===== src/hw/rtl/assert_macros.svh =====
// Assertion macros shared by the RTL of the record converter.
// Both macros assume a clock named clk and an active-low reset named rst_n.
`ifndef ASSERT_MACROS_SVH
`define ASSERT_MACROS_SVH
`ifndef SYNTHESIS
`define ASRT_ALWAYS(lbl, expr, msg) \
  lbl: assert property (@(posedge clk) disable iff (!rst_n) (expr)) else $error(msg);
`define ASRT_IMPL(lbl, ante, cons, msg) \
  lbl: assert property (@(posedge clk) disable iff (!rst_n) (ante) |-> (cons)) else $error(msg);
`else
`define ASRT_ALWAYS(lbl, expr, msg)
`define ASRT_IMPL(lbl, ante, cons, msg)
`endif
`endif


===== src/hw/rtl/avcc_pkg.sv =====
// Shared types and constants for the configuration record to Annex B converter.
// Used by the parser, the command queue, the emitter and the top level.
`timescale 1ns / 1ps
package avcc_pkg;

  // Result status codes.
  localparam logic [1:0] ST_BYTE   = 2'd0;
  localparam logic [1:0] ST_DONE   = 2'd1;
  localparam logic [1:0] ST_BADVER = 2'd2;
  localparam logic [1:0] ST_TRUNC  = 2'd3;

  localparam logic [7:0] VERSION_ONE    = 8'h01;
  localparam logic [7:0] START_CODE_END = 8'h01;
  localparam logic [7:0] START_CODE_PAD = 8'h00;
  localparam logic [4:0] SEQ_COUNT_MASK = 5'h1f;
  localparam logic [1:0] LEN_SIZE_MASK  = 2'h3;
  localparam logic [2:0] HDR_LAST_IDX   = 3'd5;
  localparam logic [2:0] HDR_PROFILE    = 3'd1;
  localparam logic [2:0] HDR_LEVEL      = 3'd3;
  localparam logic [2:0] HDR_LEN_SIZE   = 3'd4;

  localparam int FIFO_DEPTH = 4;
  localparam int FIFO_AW    = $clog2(FIFO_DEPTH);
  localparam int FIFO_CW    = $clog2(FIFO_DEPTH + 1);

  // Everything one accepted input byte asks the emitter to send.
  typedef struct packed {
    logic       sc;        // start code of four bytes
    logic       sc_end;    // zero-length unit: start code ends the unit
    logic       data;      // one payload byte
    logic [7:0] data_byte;
    logic       data_end;
    logic       kind;      // picture set when set
    logic [1:0] status;    // ST_BYTE means no status result
    logic [7:0] profile;
    logic [7:0] level;
    logic [2:0] nal_len;
  } cmd_t;

endpackage


===== src/hw/rtl/avcc_parse.sv =====
// Front part: parses the configuration record one byte per item and builds commands.
// Depends on avcc_pkg.
`timescale 1ns / 1ps
module avcc_parse (
  input  logic              clk,
  input  logic              rst_n,
  input  logic              accept,
  input  logic [7:0]        in_byte,
  input  logic              in_last,
  output logic              push,
  output avcc_pkg::cmd_t    cmd
);

  typedef enum logic [2:0] {
    PH_HEADER, PH_LEN_HI, PH_LEN_LO, PH_PAYLOAD, PH_PPS_COUNT, PH_SKIP
  } phase_t;

  phase_t      phase_r, phase_nxt;
  logic [2:0]  hdr_idx_r, hdr_idx_nxt;
  logic [7:0]  units_r, units_nxt;
  logic [7:0]  len_hi_r, len_hi_nxt;
  logic [15:0] bytes_left_r, bytes_left_nxt;
  logic        in_pps_r, in_pps_nxt;
  logic [7:0]  profile_r, profile_nxt;
  logic [7:0]  level_r, level_nxt;
  logic [2:0]  nal_len_r, nal_len_nxt;
  logic        fin;

  always_comb begin
    phase_nxt      = phase_r;
    hdr_idx_nxt    = hdr_idx_r;
    units_nxt      = units_r;
    len_hi_nxt     = len_hi_r;
    bytes_left_nxt = bytes_left_r;
    in_pps_nxt     = in_pps_r;
    profile_nxt    = profile_r;
    level_nxt      = level_r;
    nal_len_nxt    = nal_len_r;
    fin            = 1'b0;
    cmd            = '0;
    cmd.status     = avcc_pkg::ST_BYTE;
    cmd.kind       = in_pps_r;
    cmd.data_byte  = in_byte;

    if (accept) begin
      unique case (phase_r)
        PH_HEADER: begin
          if (hdr_idx_r == 3'd0 && in_byte != avcc_pkg::VERSION_ONE) begin
            cmd.status = avcc_pkg::ST_BADVER;
            phase_nxt  = PH_SKIP;
          end else begin
            if (hdr_idx_r == avcc_pkg::HDR_PROFILE) profile_nxt = in_byte;
            if (hdr_idx_r == avcc_pkg::HDR_LEVEL) level_nxt = in_byte;
            if (hdr_idx_r == avcc_pkg::HDR_LEN_SIZE) begin
              nal_len_nxt = 3'd1 + {1'b0, in_byte[1:0] & avcc_pkg::LEN_SIZE_MASK};
            end
            if (hdr_idx_r == avcc_pkg::HDR_LAST_IDX) begin
              hdr_idx_nxt = 3'd0;
              in_pps_nxt  = 1'b0;
              units_nxt   = {3'd0, in_byte[4:0] & avcc_pkg::SEQ_COUNT_MASK};
              phase_nxt   = (units_nxt != 8'd0) ? PH_LEN_HI : PH_PPS_COUNT;
            end else begin
              hdr_idx_nxt = hdr_idx_r + 3'd1;
            end
          end
        end
        PH_LEN_HI: begin
          len_hi_nxt = in_byte;
          phase_nxt  = PH_LEN_LO;
        end
        PH_LEN_LO: begin
          bytes_left_nxt = {len_hi_r, in_byte};
          cmd.sc         = 1'b1;
          cmd.sc_end     = (bytes_left_nxt == 16'd0);
          if (bytes_left_nxt == 16'd0) fin = 1'b1;
          else phase_nxt = PH_PAYLOAD;
        end
        PH_PAYLOAD: begin
          bytes_left_nxt = bytes_left_r - 16'd1;
          cmd.data       = 1'b1;
          cmd.data_end   = (bytes_left_nxt == 16'd0);
          fin            = (bytes_left_nxt == 16'd0);
        end
        PH_PPS_COUNT: begin
          units_nxt  = in_byte;
          in_pps_nxt = 1'b1;
          if (in_byte == 8'd0) begin
            cmd.status = avcc_pkg::ST_DONE;
            phase_nxt  = PH_SKIP;
          end else begin
            phase_nxt = PH_LEN_HI;
          end
        end
        PH_SKIP: begin
        end
        default: begin
          phase_nxt   = PH_HEADER;
          hdr_idx_nxt = 3'd0;
        end
      endcase

      // End of one unit: move to the next unit, the picture set count or completion.
      if (fin) begin
        units_nxt = units_r - 8'd1;
        if (units_nxt != 8'd0) begin
          phase_nxt = PH_LEN_HI;
        end else if (!in_pps_r) begin
          phase_nxt = PH_PPS_COUNT;
        end else begin
          cmd.status = avcc_pkg::ST_DONE;
          phase_nxt  = PH_SKIP;
        end
      end

      // An unused phase code only returns to the header phase, even on the last byte.
      if (in_last && phase_r <= PH_SKIP) begin
        if (phase_nxt != PH_SKIP) cmd.status = avcc_pkg::ST_TRUNC;
        phase_nxt   = PH_HEADER;
        hdr_idx_nxt = 3'd0;
      end
    end

    cmd.profile = profile_nxt;
    cmd.level   = level_nxt;
    cmd.nal_len = nal_len_nxt;
    push = accept && (cmd.sc || cmd.data || cmd.status != avcc_pkg::ST_BYTE);
  end

  always_ff @(posedge clk) begin
    if (!rst_n) begin
      phase_r      <= PH_HEADER;
      hdr_idx_r    <= 3'd0;
      units_r      <= 8'd0;
      len_hi_r     <= 8'd0;
      bytes_left_r <= 16'd0;
      in_pps_r     <= 1'b0;
      profile_r    <= 8'd0;
      level_r      <= 8'd0;
      nal_len_r    <= 3'd1;
    end else begin
      phase_r      <= phase_nxt;
      hdr_idx_r    <= hdr_idx_nxt;
      units_r      <= units_nxt;
      len_hi_r     <= len_hi_nxt;
      bytes_left_r <= bytes_left_nxt;
      in_pps_r     <= in_pps_nxt;
      profile_r    <= profile_nxt;
      level_r      <= level_nxt;
      nal_len_r    <= nal_len_nxt;
    end
  end

endmodule


===== src/hw/rtl/avcc_fifo.sv =====
// Short command queue between the parser and the emitter.
// Depends on avcc_pkg for the command type and the depth.
`timescale 1ns / 1ps
module avcc_fifo (
  input  logic              clk,
  input  logic              rst_n,
  input  logic              push,
  input  avcc_pkg::cmd_t    push_cmd,
  input  logic              pop,
  output logic              full,
  output logic              head_valid,
  output avcc_pkg::cmd_t    head_cmd
);

  avcc_pkg::cmd_t                  slot_r [avcc_pkg::FIFO_DEPTH];
  logic [avcc_pkg::FIFO_AW-1:0]    wr_ptr_r, rd_ptr_r;
  logic [avcc_pkg::FIFO_CW-1:0]    count_r;
  logic                            do_push, do_pop;

  assign full       = (count_r == avcc_pkg::FIFO_CW'(avcc_pkg::FIFO_DEPTH));
  assign head_valid = (count_r != '0);
  assign head_cmd   = slot_r[rd_ptr_r];
  assign do_push    = push && !full;
  assign do_pop     = pop && head_valid;

  always_ff @(posedge clk) begin
    if (do_push) slot_r[wr_ptr_r] <= push_cmd;
  end

  always_ff @(posedge clk) begin
    if (!rst_n) begin
      wr_ptr_r <= '0;
      rd_ptr_r <= '0;
      count_r  <= '0;
    end else begin
      if (do_push) wr_ptr_r <= wr_ptr_r + 1'b1;
      if (do_pop) rd_ptr_r <= rd_ptr_r + 1'b1;
      if (do_push && !do_pop) count_r <= count_r + 1'b1;
      else if (do_pop && !do_push) count_r <= count_r - 1'b1;
    end
  end

endmodule


===== src/hw/rtl/avcc_emit.sv =====
// Back part: expands each queued command into result items, one item per cycle while the output is ready.
// Depends on avcc_pkg for the command type and status codes.
`timescale 1ns / 1ps
module avcc_emit (
  input  logic              clk,
  input  logic              rst_n,
  input  logic              head_valid,
  input  avcc_pkg::cmd_t    head_cmd,
  output logic              pop,
  output logic              out_tvalid,
  input  logic              out_tready,
  output logic [31:0]       out_tdata,
  output logic [4:0]        out_tuser,
  output logic              out_tlast
);

  typedef enum logic [2:0] {
    SL_SC0, SL_SC1, SL_SC2, SL_SC3, SL_DATA, SL_STAT
  } slot_t;

  slot_t       slot_r, slot_nxt, cur;
  logic        started_r;
  logic        is_last, has_stat, load;
  logic        out_valid_r;
  logic [7:0]  byte_r, byte_nxt;
  logic [1:0]  status_r, status_nxt;
  logic        ustart_r, ustart_nxt, uend_r, uend_nxt, kind_r, kind_nxt;
  logic        last_r;
  logic [7:0]  profile_r, level_r;
  logic [2:0]  nal_len_r;

  always_comb begin
    has_stat = (head_cmd.status != avcc_pkg::ST_BYTE);
    if (started_r) cur = slot_r;
    else if (head_cmd.sc) cur = SL_SC0;
    else if (head_cmd.data) cur = SL_DATA;
    else cur = SL_STAT;

    slot_nxt   = SL_STAT;
    is_last    = 1'b1;
    byte_nxt   = avcc_pkg::START_CODE_PAD;
    status_nxt = avcc_pkg::ST_BYTE;
    ustart_nxt = 1'b0;
    uend_nxt   = 1'b0;
    kind_nxt   = head_cmd.kind;
    unique case (cur)
      SL_SC0: begin
        slot_nxt   = SL_SC1;
        is_last    = 1'b0;
        ustart_nxt = 1'b1;
      end
      SL_SC1: begin
        slot_nxt = SL_SC2;
        is_last  = 1'b0;
      end
      SL_SC2: begin
        slot_nxt = SL_SC3;
        is_last  = 1'b0;
      end
      SL_SC3: begin
        byte_nxt = avcc_pkg::START_CODE_END;
        uend_nxt = head_cmd.sc_end;
        slot_nxt = head_cmd.data ? SL_DATA : SL_STAT;
        is_last  = !head_cmd.data && !has_stat;
      end
      SL_DATA: begin
        byte_nxt = head_cmd.data_byte;
        uend_nxt = head_cmd.data_end;
        slot_nxt = SL_STAT;
        is_last  = !has_stat;
      end
      SL_STAT: begin
        status_nxt = head_cmd.status;
        kind_nxt   = 1'b0;
      end
      default: begin
      end
    endcase
  end

  assign load = head_valid && (!out_valid_r || out_tready);
  assign pop  = load && is_last;

  always_ff @(posedge clk) begin
    if (!rst_n) begin
      out_valid_r <= 1'b0;
      started_r   <= 1'b0;
      slot_r      <= SL_SC0;
    end else begin
      if (load) begin
        out_valid_r <= 1'b1;
        started_r   <= !is_last;
        slot_r      <= slot_nxt;
      end else if (out_tready) begin
        out_valid_r <= 1'b0;
      end
    end
  end

  always_ff @(posedge clk) begin
    if (load) begin
      byte_r    <= byte_nxt;
      status_r  <= status_nxt;
      ustart_r  <= ustart_nxt;
      uend_r    <= uend_nxt;
      kind_r    <= kind_nxt;
      last_r    <= is_last;
      profile_r <= head_cmd.profile;
      level_r   <= head_cmd.level;
      nal_len_r <= head_cmd.nal_len;
    end
  end

  assign out_tvalid = out_valid_r;
  assign out_tdata  = {5'd0, nal_len_r, level_r, profile_r, byte_r};
  assign out_tuser  = {kind_r, uend_r, ustart_r, status_r};
  assign out_tlast  = last_r;

endmodule


===== src/hw/rtl/avcc_record_to_annexb.sv =====
// Channel  Dir  tdata (low bits up)                     tuser (low bits up)        tlast
// in_      in   in_byte                                 none                       record_last
// out_     out  out_byte, profile, level, nal length    status, start, end, kind   run_last
// One input byte is taken per cycle while the command queue has room; the parser
// decides each byte in the cycle it is accepted. The emitter sends one item per cycle while
// the output is ready, so a byte that carries a length low byte yields four or five output items.
// Reset is synchronous and active low; it clears the parser, the queue and the output valid
// register. The input stalls only when the four-entry queue is full.
// Top level: parser, command queue and emitter; depends on avcc_pkg and the macros.
`timescale 1ns / 1ps
`include "assert_macros.svh"
module avcc_record_to_annexb (
  input  logic        clk,
  input  logic        rst_n,
  input  logic        in_tvalid,
  output logic        in_tready,
  input  logic [7:0]  in_tdata,   // [7:0] in_byte
  input  logic        in_tlast,
  output logic        out_tvalid,
  input  logic        out_tready,
  output logic [31:0] out_tdata,  // [7:0] out_byte, [15:8] profile_code, [23:16] level_code,
                                  // [26:24] nal_length_bytes
  output logic [4:0]  out_tuser,  // [1:0] status, [2] unit_start, [3] unit_end, [4] unit_kind
  output logic        out_tlast
);

  logic           accept, push, full, head_valid, pop;
  avcc_pkg::cmd_t push_cmd, head_cmd;

  assign in_tready = !full;
  assign accept    = in_tvalid && in_tready;

  avcc_parse u_parse (
    .clk     (clk),
    .rst_n   (rst_n),
    .accept  (accept),
    .in_byte (in_tdata),
    .in_last (in_tlast),
    .push    (push),
    .cmd     (push_cmd)
  );

  avcc_fifo u_fifo (
    .clk        (clk),
    .rst_n      (rst_n),
    .push       (push),
    .push_cmd   (push_cmd),
    .pop        (pop),
    .full       (full),
    .head_valid (head_valid),
    .head_cmd   (head_cmd)
  );

  avcc_emit u_emit (
    .clk        (clk),
    .rst_n      (rst_n),
    .head_valid (head_valid),
    .head_cmd   (head_cmd),
    .pop        (pop),
    .out_tvalid (out_tvalid),
    .out_tready (out_tready),
    .out_tdata  (out_tdata),
    .out_tuser  (out_tuser),
    .out_tlast  (out_tlast)
  );

  `ASRT_IMPL(a_full_has_head, !in_tready, head_valid, "queue full but reports empty")
  `ASRT_IMPL(a_start_not_last, out_tvalid && out_tuser[2],
             !out_tlast && out_tdata[7:0] == 8'd0,
             "unit start item must lead a start code")
  `ASRT_IMPL(a_status_clean, out_tvalid && out_tuser[1:0] != avcc_pkg::ST_BYTE,
             out_tdata[7:0] == 8'd0 && out_tuser[4:2] == 3'd0 && out_tlast,
             "status item malformed")

endmodule

===== config.mk =====
export PLATFORM = sky130hd
export DESIGN_NAME = avcc_record_to_annexb
export DESIGN_NICKNAME = d
export VERILOG_FILES = /design/src/hw/rtl/avcc_pkg.sv /design/src/hw/rtl/avcc_parse.sv /design/src/hw/rtl/avcc_fifo.sv /design/src/hw/rtl/avcc_emit.sv /design/src/hw/rtl/avcc_record_to_annexb.sv
export VERILOG_INCLUDE_DIRS = /design/src /design/src/hw/rtl
export SDC_FILE = /design/constraint.sdc
export NUM_CORES = 1
export LEC_CHECK = 0
export BUFFER_PORTS_ARGS = -buffer_cell sky130_fd_sc_hd__buf_2
export CORE_ASPECT_RATIO = 1.25
export CORE_UTILIZATION = 60
export CTS_CLUSTER_SIZE = 10
export DETAILED_ROUTE_END_ITERATION = 8
export GPL_TIMING_DRIVEN = 0
export PLACE_DENSITY_LB_ADDON = 0.25
export RECOVER_POWER = 50
export SLEW_MARGIN = 0
export SYNTH_ARGS = -nofsm -noshare
export SYNTH_HDL_FRONTEND = slang
export SYNTH_SLANG_ARGS = --single-unit

===== constraint.sdc =====
create_clock -name clk -period 4.1 [get_ports clk]
set_input_delay 0.41 -clock clk [delete_from_list [all_inputs] [get_ports clk]]
set_output_delay 0.41 -clock clk [all_outputs]
set_load 0.02 [all_outputs]

# Yosys cells after proc, flatten, opt, wreduce, memory -nomap -nowiden
# Memories as Yosys holds them, arrays and structs flattened. A register that Yosys moved wholly into a read port is not among the register bits.
# Cells that the tools add are included.
# Widths: inputs -> output; s select.
[word_totals] mem_bits_rw=136 regBits=103 in_bits=13 n_memories=1
[op_classes] n_addsub=8 n_reduce_logical=45 n_lt_le_gt_ge=1 n_mux=68 n_eq_ne=23
[memory_table] name="u_fifo.slot_r" depth=4 word_bits=34 read_ports=1 rd_ports_with_merged_regs=1 write_ports=1 line_no="avcc_fifo.sv:15" rtl="avcc_pkg::cmd_t slot_r [avcc_pkg::FIFO_DEPTH];"
[ops] cell="$mux 8" n=11
[ops] cell="$mux 3" n=21
[ops] cell="$logic_not 16->1" n=2
[ops] cell="$pmux 16 s2" n=1
[ops] cell="$pmux 8 s2" n=2
[ops] cell="$eq 3x3->1 const B" n=7
[ops] cell="$mux 2" n=10
[ops] cell="$sub 16x1->16 const B" n=1
[ops] cell="$eq 3x2->1 const B" n=5
[ops] cell="$mux 1" n=15
[ops] cell="$pmux 3 s5" n=1
[ops] cell="$pmux 3 s4" n=1
[ops] cell="$reduce_bool 2->1" n=6
[ops] cell="$logic_and 1x1->1" n=11
[ops] cell="$eq 3x1->1 const B" n=3
[ops] cell="$logic_not 3->1" n=3
[ops] cell="$ne 3x3->1 const B" n=3
[ops] cell="$logic_not 8->1" n=1
[ops] cell="$ne 8x1->1 const B" n=1
[ops] cell="$reduce_and 4->1" n=2
[ops] cell="$reduce_bool 8->1" n=1
[ops] cell="$sub 8x1->8 const B" n=1
[ops] cell="$logic_not 1->1" n=7
[ops] cell="$add 3x1->3 const B" n=2
[ops] cell="19 further kinds" n=27

# Logic depth before layout (Yosys ltp)
[depth] ltp_word=19 mapped_depth=14 ltp_nobuf=13

# Hierarchy
# Synthesis repeated with hierarchy kept, for this count alone.
[hier_totals] hier_cells=758 area_unflattened_um2=10391.2
[by_module_without_submodules] mod="avcc_fifo" seq_area_each_um2=4264.1 area_per_inst_um2=5439.0 n_inst=1 cells_each=226
[by_module_without_submodules] mod="avcc_parse" seq_area_each_um2=1161.1 area_per_inst_um2=3449.6 n_inst=1 cells_each=433
[by_module_without_submodules] mod="avcc_emit" seq_area_each_um2=1091.0 area_per_inst_um2=1492.7 n_inst=1 cells_each=97
[by_module_without_submodules] mod="avcc_record_to_annexb" seq_area_each_um2=0.0 area_per_inst_um2=10.0 n_inst=1 cells_each=2

# Worst setup path after synthesis
# OpenSTA, ideal clock, no wires.
[synth_timing] kind="input -> register" startpoint="in in_tdata[4]" endpoint="reg u_fifo.count_r[2] (netlist bit)" stages=13 arrival_ns=2.870 setup_time_ns=0.076 path_buffers=1 setup_slack_ns=1.154 cell_sequence="nor4_1 -> nand3_1 -> and3_1 -> clkbuf_1 -> nand2_1 -> nand3_1 -> a31oi_1 -> ha_1 -> inv_1 -> fa_1 -> xor2_1 -> or3_1 -> a21boi_0"
[synth_via] elab_chain_cells=18
[synth_lines] element="from (decl)" line_no="avcc_record_to_annexb.sv:17" rtl="input logic [7:0] in_tdata,"
[synth_lines] element="$reduce_bool 5->1" line_no="avcc_parse.sv:61" rtl="phase_nxt = (units_nxt != 8'd0) ? PH_LEN_HI : PH_PPS_COUNT;"
[synth_lines] element="$mux 3" line_no="avcc_parse.sv:61"
[synth_lines] element="$mux 3" line_no="avcc_parse.sv:57" rtl="if (hdr_idx_r == avcc_pkg::HDR_LAST_IDX) begin"
[synth_lines] element="$mux 3" line_no="avcc_parse.sv:48" rtl="if (hdr_idx_r == 3'd0 && in_byte != avcc_pkg::VERSION_ONE) begin"
[synth_lines] element="$pmux 3 s5" line_no="avcc_parse.sv:46" rtl="unique case (phase_r)"
[synth_lines] element="$mux 3" line_no="avcc_parse.sv:103" rtl="if (fin) begin"
[synth_lines] element="$mux 3" line_no="avcc_parse.sv:45" rtl="if (accept) begin"
[synth_lines] element="$ne 3x3->1" line_no="avcc_parse.sv:117" rtl="if (phase_nxt != PH_SKIP) cmd.status = avcc_pkg::ST_TRUNC;"
[synth_lines] element="[3 not listed]"
[synth_lines] element="$reduce_bool 2->1 *" line_no="avcc_parse.sv:126" rtl="push = accept && (cmd.sc || cmd.data || cmd.status != avcc_pkg::ST_BYTE);"
[synth_lines] element="$logic_or 1x1->1 *" line_no="avcc_parse.sv:126"
[synth_lines] element="$logic_and 1x1->1 *" line_no="avcc_parse.sv:126"
[synth_lines] element="$logic_and 1x1->1 *" line_no="avcc_fifo.sv:23" rtl="assign do_push = push && !full;"
[synth_lines] element="via u_fifo.do_push" line_no="avcc_fifo.sv:18" rtl="logic do_push, do_pop;"
[synth_lines] element="$logic_not 1->1" line_no="avcc_fifo.sv:39" rtl="else if (do_pop && !do_push) count_r <= count_r - 1'b1;"
[synth_lines] element="$logic_and 1x1->1" line_no="avcc_fifo.sv:39"
[synth_lines] element="$reduce_bool 2->1 (no line)"
[synth_lines] element="to (signal assigned)" line_no="avcc_fifo.sv:38" rtl="if (do_push && !do_pop) count_r <= count_r + 1'b1;"
[synth_lines] element="to (signal assigned)" line_no="avcc_fifo.sv:39"
[synth_lines] element="to (decl)" line_no="avcc_fifo.sv:17" rtl="logic [avcc_pkg::FIFO_CW-1:0] count_r;"
# The timed path passes the listed nets; every way through them passes the cells marked *. The select of a mux whose other input is x is not followed.
# A chain may end at the register's enable or synchronous reset.

==> impl_metrics.tcl <==
set metrics [dict create \
    outcome "complete, but fails checks" \
    failed_checks "capacitance limit, slew limit" \
    coreArea_mm2 0.01684 \
    grt_pass1_wl_um 35600 \
    clock-sinks 241 \
    port_buffers 46 \
    viasPerCell 6.072 \
    gp_congestion 0.9713 \
    antenna_found_initial 0 \
    setup_viol 0 \
    hold_viol 0 \
    ys_ff_latch 241 \
    wirelength_um 23110 \
    min_from "out_tready" \
    netlist.area_leader.share_pct 49.19 \
    cts_tree "built" \
    dr.first_iter.drc_count 499 \
    grt_pass1_vias 6654 \
    max_freq_ghz 0.2822 \
    drc_errors 0 \
    switchingPower_uw 2124 \
    hold_end "u_emit.out_tvalid$_SDFFE_PN0P_" \
    drive_gt1_share_pct 12.53 \
    io_pins 53 \
    tns_ps 0 \
    critPathKind "flip-flop to flip-flop" \
    max_cap_viol_count 1 \
    ctsResizeCount 0 \
    cts_buffers 28 \
    detailroute.via_count 6619 \
    min_path_type "input port to flip-flop" \
    ant_nets 0 \
    synth_edf_count 169 \
    syn_inst 763 \
    hold_buffers 0 \
    max_slew_margin_pct -41.65 \
    final-seq-area_mm2 0.006516 \
    r2r_cells 12 \
    p_seq_share_pct 46.2 \
    diodes 0 \
    pre_cts_slack_ps 397.9 \
    grt_max_degree 41 \
    cts_buffer_depth 3 \
    hold_depth 4 \
    worst_hold_slack_ps 174.3 \
    synth.distinct_cells 69 \
    synth_compound_area_share_pct 8.525 \
    yosys.area_share.simple_pct 12.72 \
    clk_pin_slew_ps 60 \
    async_flop_share_pct 0 \
    synthXorXnorAreaFrac_pct 0.9338 \
    critPathRequiredTime_ps 4540 \
    rows 53 \
    finClkSkew_ps 21.52 \
    synth.area.top_cells "edfxtp_1 (49%), dfxtp_1 (14%), mux4_2 (7.4%)" \
    nNetsFinal 875 \
    final_core_util_pct 69.24 \
    worst_skew_pair.late_latency_ps 530 \
    wl_per_cell_um 21.20 \
    setup_ws_ps 556.9 \
    syn-cell-area_mm2 0.01032 \
    top_register "u_fifo.slot_r" \
    synth_ff_type "edfxtp_1" \
    rsz0062_at_grt "false" \
    hpwl_um 15300 \
    cp_data_arrival_time_ps 3990 \
    area_delta_synth_final_pct 13.04 \
    synth.area.mux_share_pct 9.944 \
    synth_top_family_by_area "simple AND/OR/NAND/NOR gates" \
    die_width_um 119.3 \
    end_kind "flip-flop" \
    placed_cells 1038 \
    fp.dieH_um 148.6 \
    cts-root-buf "clkbuf_16" \
    fillCellCount 1203 \
    fin_crit_sh_pct 86.42 \
    track_usage_pct 26.49 \
    first_pass_iters 5 \
    syn_avg_cell_area_um2 13.52 \
    period_minus_slack_ps 3543 \
    crit-reg2reg-capture "u_fifo.count_r[2]$_SDFFE_PN0P_" \
    cts_setup_buffers 0 \
    largest_reg_flops 136 \
    intPower_uw 5021 \
    p_leak_uw 0.004042 \
    swShare_pct 29.73 \
    pwr-share-comb_pct 23.2 \
    grt_overflow 0 \
    fin_cells 1090 \
    worstMarginPinSlew_ps 2125 \
    worstSetupStartpointType "flip-flop" \
    clock_power_share_pct 30.6 \
    synth-adder-area-share_pct 1.771 \
    die_area_mm2 0.01773 \
    power_density_mw_per_mm2 612.6 \
    start_util_pct 61.25 \
    multi_input_area_mm2 0.003503 \
    ys_seq_area_share_pct 63.16 \
    cts_max_level 1 \
    worst-path-max-fanout 7 \
    yosysTopAreaCell "edfxtp_1" \
    reg_top3 "u_fifo.slot_r (136), u_parse.bytes_left_r (16)" \
    maxSlewViolCount 41 \
    peakVddDrop_uv 316.7 \
    r2r_setup_slack_ps 560 \
    synth_warnings 0 \
]
[final cells by class]
cell class                      count  share of cell area (%)
Clock inverter                      2                  0.2146
Timing Repair Buffer               51                   2.232
Buffer                             46                   2.081
Multi-Input combinational cell    465                   30.04
Inverter                           15                  0.4828
Tap cell                          220                   2.360
Clock buffer                       50                   6.716
Sequential cell                   241                   55.87
[power groups by stage]
stage          registers (uW)  clock network (uW)  logic [uW]
2_1_floorplan            3500                   0        1000
3_3_place_gp             3320                   0        1620
3_5_place_dp             3330                   0        1750
4_1_cts                  3290                2220        1770
5_1_grt                  3340                2300        1800
6_report                 3300                2180        1660
[through the flow]
stage / instance area, um^2 / total power [uW]
after floorplan: 10330 / 4507
after global placement: 10840 / 4939
after detailed placement: 10940 / 5081
after CTS: 11750 / 7274
after global routing: 11660 / 7451
final: 11660 / 7145
[Yosys cell counts, drive strengths merged (2+ instances only)]
cell    count
xor2        3
edfxtp    169
a31oi       9
nor3b       7
nand3      16
nor3       16
nand4       6
a211oi      3
ha         13
o22ai       5
dfxtp      72
nor4        8
a21o        3
mux2       16
o21bai      2
a21boi     11
nand2b      8
or3         6
o211ai      4
and3        6
or4         3
a21oi      31
xnor2       8
o211a       2
mux2i       8
nor2       49
buf        21
o31ai       3
nor2b      26
inv        15
o21ai      44
nand2      42
or2         2
clkbuf     24
nand3b      2
mux4       34
o21a        4
and2       36
nor4b       2
or3b        2
a22oi       8
[cell families (layout without fill, tap and decap cells)]
logic type,Yosys count,count (layout)
buffers and inverters,61,164
AND/OR/NAND/NOR,240,240
flip-flops,241,241
AO/OA/AOI/OAI,137,137
multiplexers,58,58
adder cells (fa/ha/maj),14,14
other,1,5
XOR/XNOR,11,11
[how the worst max path moves through the flow]
stage	from	end	slack, ps
3_3_place_gp	in_tdata[4]	u_fifo.slot_r[1][18]$_DFFE_PP_	-6
3_5_place_dp	in_tdata[4]	u_fifo.count_r[2]$_SDFFE_PN0P_	400
6_report	flip-flop	u_fifo.count_r[2]$_SDFFE_PN0P_	560
4_1_cts	u_parse.bytes_left_r[1]$_SDFFE_PN0P_	u_fifo.slot_r[3][19]$_DFFE_PP_	750
5_1_grt	flip-flop	u_fifo.count_r[2]$_SDFFE_PN0P_	320
2_1_floorplan	in_tdata[4]	u_fifo.count_r[2]$_SDFFE_PN0P_	1150
[worst max-delay path, cell delays in order, from the launching register on]
cell	delay [ps]
dfxtp_1	320
clkbuf_1	440
mux4_2	610
or3_1	400
a211oi_1	330
a21o_1	220
nand2_1	120
ha_1	240
inv_1	70
fa_1	170
xor2_1	70
or3_1	300
a21boi_0	170
[cell usage in the layout, fill, tap and decap left out, drive strengths merged, types with 11 or more instances in the layout]
master	count
ha	13
buf	25
mux4	34
dfxtp	72
a21oi	31
clkbuf	121
a21boi	11
nand2	42
nor3	16
nor2	49
o21ai	44
mux2	16
edfxtp	169
nand3	16
inv	16
and2	36
nor2b	26
[layer usage]
metal / vias to the layer above / wire [um] / track usage, %
li1: 3032 / - / -
met1: 3253 / 8986 / 32.19
met2: 277 / 11940 / 47.44
met3: 57 / 1374 / 3.911
met4: 0 / 807 / 10.63
met5: - / 0 / 0
(Power assumes the default switching activity.)
